===== src/design/assert_macros.svh =====
// ---------------------------------------------------------------------------
// Assertion macros
// Concurrent assertion wrappers used by the depth-to-point top design file.
// ---------------------------------------------------------------------------
`ifndef ASSERT_MACROS_SVH
`define ASSERT_MACROS_SVH
`ifndef SYNTHESIS
`define DPP_ASSERT(lbl, clk, rst, prop) \
   lbl: assert property (@(posedge clk) disable iff (rst) prop) \
      else $error("assertion failed");
`define DPP_ASSERT_ALWAYS(lbl, clk, prop) \
   lbl: assert property (@(posedge clk) prop) else $error("assertion failed");
`else
`define DPP_ASSERT(lbl, clk, rst, prop)
`define DPP_ASSERT_ALWAYS(lbl, clk, prop)
`endif
`endif


===== src/design/dpp_sqrt_chain.sv =====
// ---------------------------------------------------------------------------
// Square root cell chain
// Digit-by-digit integer square root, one root bit per cell; each cell
// registers its partial root and remainder for the next cell.
// ---------------------------------------------------------------------------
module dpp_sqrt_chain #(
   parameter int ROOT_W = 32,
   parameter int SIDE_W = 1
) (
   input  logic                  clock,
   input  logic                  reset,
   input  logic                  en,
   input  logic                  in_valid,
   input  logic [2*ROOT_W-1:0]   in_rad,
   input  logic [SIDE_W-1:0]     in_side,
   output logic                  out_valid,
   output logic [ROOT_W-1:0]     out_root,
   output logic [SIDE_W-1:0]     out_side
);

   localparam int RAD_W = 2 * ROOT_W;
   localparam int REM_W = ROOT_W + 2;

   logic [ROOT_W-1:0] valid_ff;
   logic [REM_W-1:0]  rem_ff  [ROOT_W];
   logic [RAD_W-1:0]  rad_ff  [ROOT_W];
   logic [ROOT_W-1:0] root_ff [ROOT_W];
   logic [SIDE_W-1:0] side_ff [ROOT_W];

   for (genvar i = 0; i < ROOT_W; i++) begin : g_cell
      logic              valid_prev;
      logic [REM_W-1:0]  rem_prev;
      logic [RAD_W-1:0]  rad_prev;
      logic [ROOT_W-1:0] root_prev;
      logic [SIDE_W-1:0] side_prev;
      logic [REM_W+1:0]  trial;
      logic [REM_W+1:0]  sub;
      logic [REM_W+1:0]  diff;
      logic              ge;
      logic [REM_W-1:0]  rem_in;
      logic [ROOT_W-1:0] root_in;

      if (i == 0) begin : g_first
         assign valid_prev = in_valid;
         assign rem_prev   = '0;
         assign rad_prev   = in_rad;
         assign root_prev  = '0;
         assign side_prev  = in_side;
      end else begin : g_next
         assign valid_prev = valid_ff[i-1];
         assign rem_prev   = rem_ff[i-1];
         assign rad_prev   = rad_ff[i-1];
         assign root_prev  = root_ff[i-1];
         assign side_prev  = side_ff[i-1];
      end

      // Bring down the next two radicand bits and try 4*root + 1.
      always_comb begin
         trial   = {rem_prev, rad_prev[RAD_W-1:RAD_W-2]};
         sub     = (REM_W+2)'({root_prev, 2'b01});
         diff    = trial - sub;
         ge      = (trial >= sub);
         rem_in  = ge ? diff[REM_W-1:0] : trial[REM_W-1:0];
         root_in = ROOT_W'({root_prev, ge});
      end

      always_ff @(posedge clock) begin
         if (reset) begin
            valid_ff[i] <= 1'b0;
         end else if (en) begin
            valid_ff[i] <= valid_prev;
         end
      end

      always_ff @(posedge clock) begin
         if (en) begin
            rem_ff[i]  <= rem_in;
            rad_ff[i]  <= rad_prev << 2;
            root_ff[i] <= root_in;
            side_ff[i] <= side_prev;
         end
      end
   end

   assign out_valid = valid_ff[ROOT_W-1];
   assign out_root  = root_ff[ROOT_W-1];
   assign out_side  = side_ff[ROOT_W-1];

endmodule


===== config.mk =====
export PLATFORM = sky130hd
export DESIGN_NAME = dpp_sqrt_chain
export DESIGN_NICKNAME = d
export VERILOG_FILES = /design/src/design/assert_macros.svh /design/src/design/dpp_sqrt_chain.sv
export SDC_FILE = /design/constraint.sdc
export NUM_CORES = 2
export LEC_CHECK = 0
export ABC_CLOCK_PERIOD_IN_PS = 3250
export BUFFER_PORTS_ARGS = -buffer_cell sky130_fd_sc_hd__buf_2
export CAP_MARGIN = 40
export CORE_ASPECT_RATIO = 2
export CORE_UTILIZATION = 45
export DETAILED_ROUTE_END_ITERATION = 8
export PLACE_DENSITY = 0.62
export SLEW_MARGIN = 20
export SYNTH_ARGS = -nofsm -noshare
export SYNTH_HDL_FRONTEND = slang
export SYNTH_MEMORY_MAX_BITS = 65536
export SYNTH_SLANG_ARGS = --single-unit

===== constraint.sdc =====
create_clock -name clock -period 3.25 [get_ports clock]
set_input_delay 0 -clock clock [delete_from_list [all_inputs] [get_ports clock]]
set_output_delay 0 -clock clock [all_outputs]
set_load 0.05 [all_outputs]

==> results.json <==
{
  "status": "complete, but fails checks",
  "violations": "setup timing",
  "reg2reg_slack_ns": -0.34,
  "drt-pass1-iter-count": 7,
  "portBuffers": 102,
  "clock_latency_ns": 0.94,
  "slew_violations": 0,
  "layout_common_cells": "edfxtp_1, buf_4, inv_1",
  "syn_area_per_cell_um2": 13.0,
  "grt.total_usage_pct": 24.4,
  "critical_path.top_delay_family": "simple AND/OR/NAND/NOR gates",
  "worst_slew_pin_slew_ns": 1.28,
  "fp.coreArea_um2": 264000,
  "relSlewSlack_pct": 14.3,
  "whs_ns": 0.112,
  "clockRootBuffer": "clkbuf_16",
  "end_kind": "flop",
  "post_drt_wl_per_cell_um": 23.1,
  "critical-path-slowest-cell": "or4_4",
  "syn_inst": 9149,
  "area_delta_synth_final_pct": 30.3,
  "sw_frac_of_total_pct": 30.8,
  "crit_buf_inv": 1,
  "viasPerCell": 5.43,
  "synth_cell_types": 100,
  "fmax_ghz": 0.278,
  "dieArea_um2": 267000,
  "pwr-share-clk_pct": 27.1,
  "max_stage_delay_ns": 0.57,
  "hp-class": "primary input to flop",
  "yosysSeqAreaShare_pct": 64.8,
  "final_common_cell": "edfxtp_1",
  "grt_pass1_wl_mm": 488,
  "initial_core_util_pct": 45.2,
  "synth-edff-count": 2555,
  "critPathMaxFanout": 5,
  "hold_violations": 0,
  "die_w_um": 366,
  "clk_pin_slew_ns": 0.07,
  "ant_nets": 0,
  "grt_start_max_net_pins": 120,
  "hpwl_mm": 248,
  "num_io_pins": 103,
  "totalWireLength_mm": 347,
  "path_cells": "ha_4 -> buf_4 -> nand3_1 -> nor2_2 -> o311a_1 -> or3_4 -> a31oi_4 -> o21a_4 -> o311ai_4 -> nand3b_1 -> or4_4 -> xnor2_2",
  "drtIter0Drc": 4088,
  "dp.cells": 14100,
  "power.total_mw": 102,
  "dpl_cell_area_um2": 136000,
  "rows": 267,
  "grt_pass1_vias": 86700,
  "final.setup.tns_ns": -23.74,
  "arrival_ns": 4.17,
  "p_leak_nw": 61.7,
  "synth-seq-cells": 2587,
  "finalCritPeriodShare_pct": 111,
  "grt_antenna_before_repair": 7,
  "clockBufferDepth": 4,
  "internal-power_mw": 70.9,
  "htree_levels": 4,
  "instances_no_fill": 15000,
  "place.gp.congestion": 1.00,
  "power_per_cell_area_nw_per_um2": 659,
  "start_kind": "flop",
  "die_y_um": 730,
  "yosysWarnings": 0,
  "fillers": 20600,
  "drc_errors": 0,
  "clock_skew_ns": 0.120,
  "nets": 11900,
  "cts_tree": "done",
  "critical_path_class": "flop to flop",
  "rsz0062_at_grt": "true",
  "combPwrFrac_pct": 29.1,
  "seqPwrFrac_pct": 43.8,
  "num_vias": 81500,
  "syn_nets": 9780,
  "drv_cap": 0,
  "cts_made_buffers": 234,
  "synth_area_um2": 119000,
  "ir_worst_vdd_mv": 0.568,
  "ys_async_sr_fraction_pct": 0,
  "fin_ws_ns": -0.344,
  "grt_overflow": 0,
  "crit_required_ns": 3.83,
  "design_area_um2": 155000,
  "synth_ff_type": "edfxtp_1",
  "drive_gt1_share_pct": 29.7,
  "final-setup-viol-count": 288,
  "cts_sinks": 2587,
  "switchingPower_mw": 31.6,
  "finalCriticalPeriod_ns": 3.59
}
==> power by group through the flow <==
| stage | clock [mW] | combinational, mW | sequential (mW) |
|---|---|---|---|
| floorplan | 0 | 13.9 | 44.3 |
| global placement | 0 | 24.3 | 45.2 |
| detailed placement | 0 | 24.9 | 45.3 |
| CTS | 28.4 | 27.5 | 44.7 |
| global route | 29.4 | 31.7 | 45.3 |
| finish | 27.7 | 29.8 | 44.9 |
==> stage by stage <==
step | util, % | setup WS (ns)
detailed placement | 51.6 | -0.979
floorplan | - | -0.0810
global route | 58.9 | -0.407
global placement | 51.6 | -1.06
CTS | 56.9 | -0.277
finish | 58.9 | -0.344
==> synthesized netlist by cell type (125+ instances only) <==
cell | number | area (um^2)
o21ai_0 | 442 | 2210
nor2_1 | 600 | 2250
a21oi_1 | 586 | 2930
nand2b_1 | 125 | 782
xnor2_1 | 454 | 3980
nor4_1 | 125 | 782
inv_1 | 697 | 2620
a21o_1 | 285 | 2140
ha_1 | 562 | 7030
nor3_1 | 213 | 1070
xor2_1 | 409 | 3580
nand3_1 | 133 | 666
clkbuf_1 | 148 | 556
edfxtp_1 | 2555 | 76700
nand2_1 | 585 | 2200
==> worst paths after layout <==
path                                     start               endpoint  depth (start not counted)
worst max-delay path            rem_ff[1][276]         rem_ff[1][339]                         12
worst min-delay path                     reset  g_cell[14].valid_prev                          3
worst max register to register  rem_ff[1][276]         rem_ff[1][339]                         12
worst min register to register  rad_ff[0][579]         rad_ff[0][643]                          0
==> tightest hold or removal path: stages <==
cell	delay, ns
dlygate4sd3_1	0.53
buf_2	0.30
nor2_1	0.15
==> kinds of logic (layout without fill, tap and decap cells) <==
| group | count (synthesis) | in the layout | share of synthesized area [%] |
|---|---|---|---|
| XOR/XNOR | 863 | 863 | 6.33 |
| buffers and inverters | 878 | 3216 | 2.79 |
| flip-flops | 2587 | 2587 | 64.8 |
| adder cells (fa/ha/maj) | 562 | 562 | 5.89 |
| AO/OA/AOI/OAI | 1812 | 1813 | 9.42 |
| AND/OR/NAND/NOR | 2322 | 2323 | 9.62 |
| other | 1 | 12 | 0.00314 |
| multiplexers | 124 | 124 | 1.12 |
==> sequential cells by signal, summed over array words and instances (netlist names) <==
register           cells
g_cell.valid_prev     31
out_valid              1
rad_ff               992
rem_ff              1003
root_ff              528
side_ff               32
==> cell type report <==
class / count / area [um^2] / area share, %
Clock inverter: 159 / 1540 / 0.990
Tap cell: 3497 / 4380 / 2.81
Clock buffer: 261 / 5960 / 3.83
Sequential cell: 2587 / 77400 / 49.8
Inverter: 699 / 2660 / 1.71
Antenna cell: 11 / 27.5 / 0.0177
Timing Repair Buffer: 2097 / 18200 / 11.7
Multi-Input combinational cell: 5686 / 45400 / 29.2
==> layer usage <==
metal  GRT usage (%)  part of all wire (%)
met5               0                     0
met2            52.0                    59
met4            27.1                    14
met1            15.5                    24
met3            2.98                   3.0
==> timing repair <==
item                                    4_1_cts  5_1_grt
endpoints found under the setup margin      726      658
buffers inserted                            153      184
hold endpoints to repair                   1130        0
pin swaps                                   278      351
gates resized for setup                     817      872
cloned                                       10       27
hold buffers                                138        0
Power figures use the tool's default switching activity.
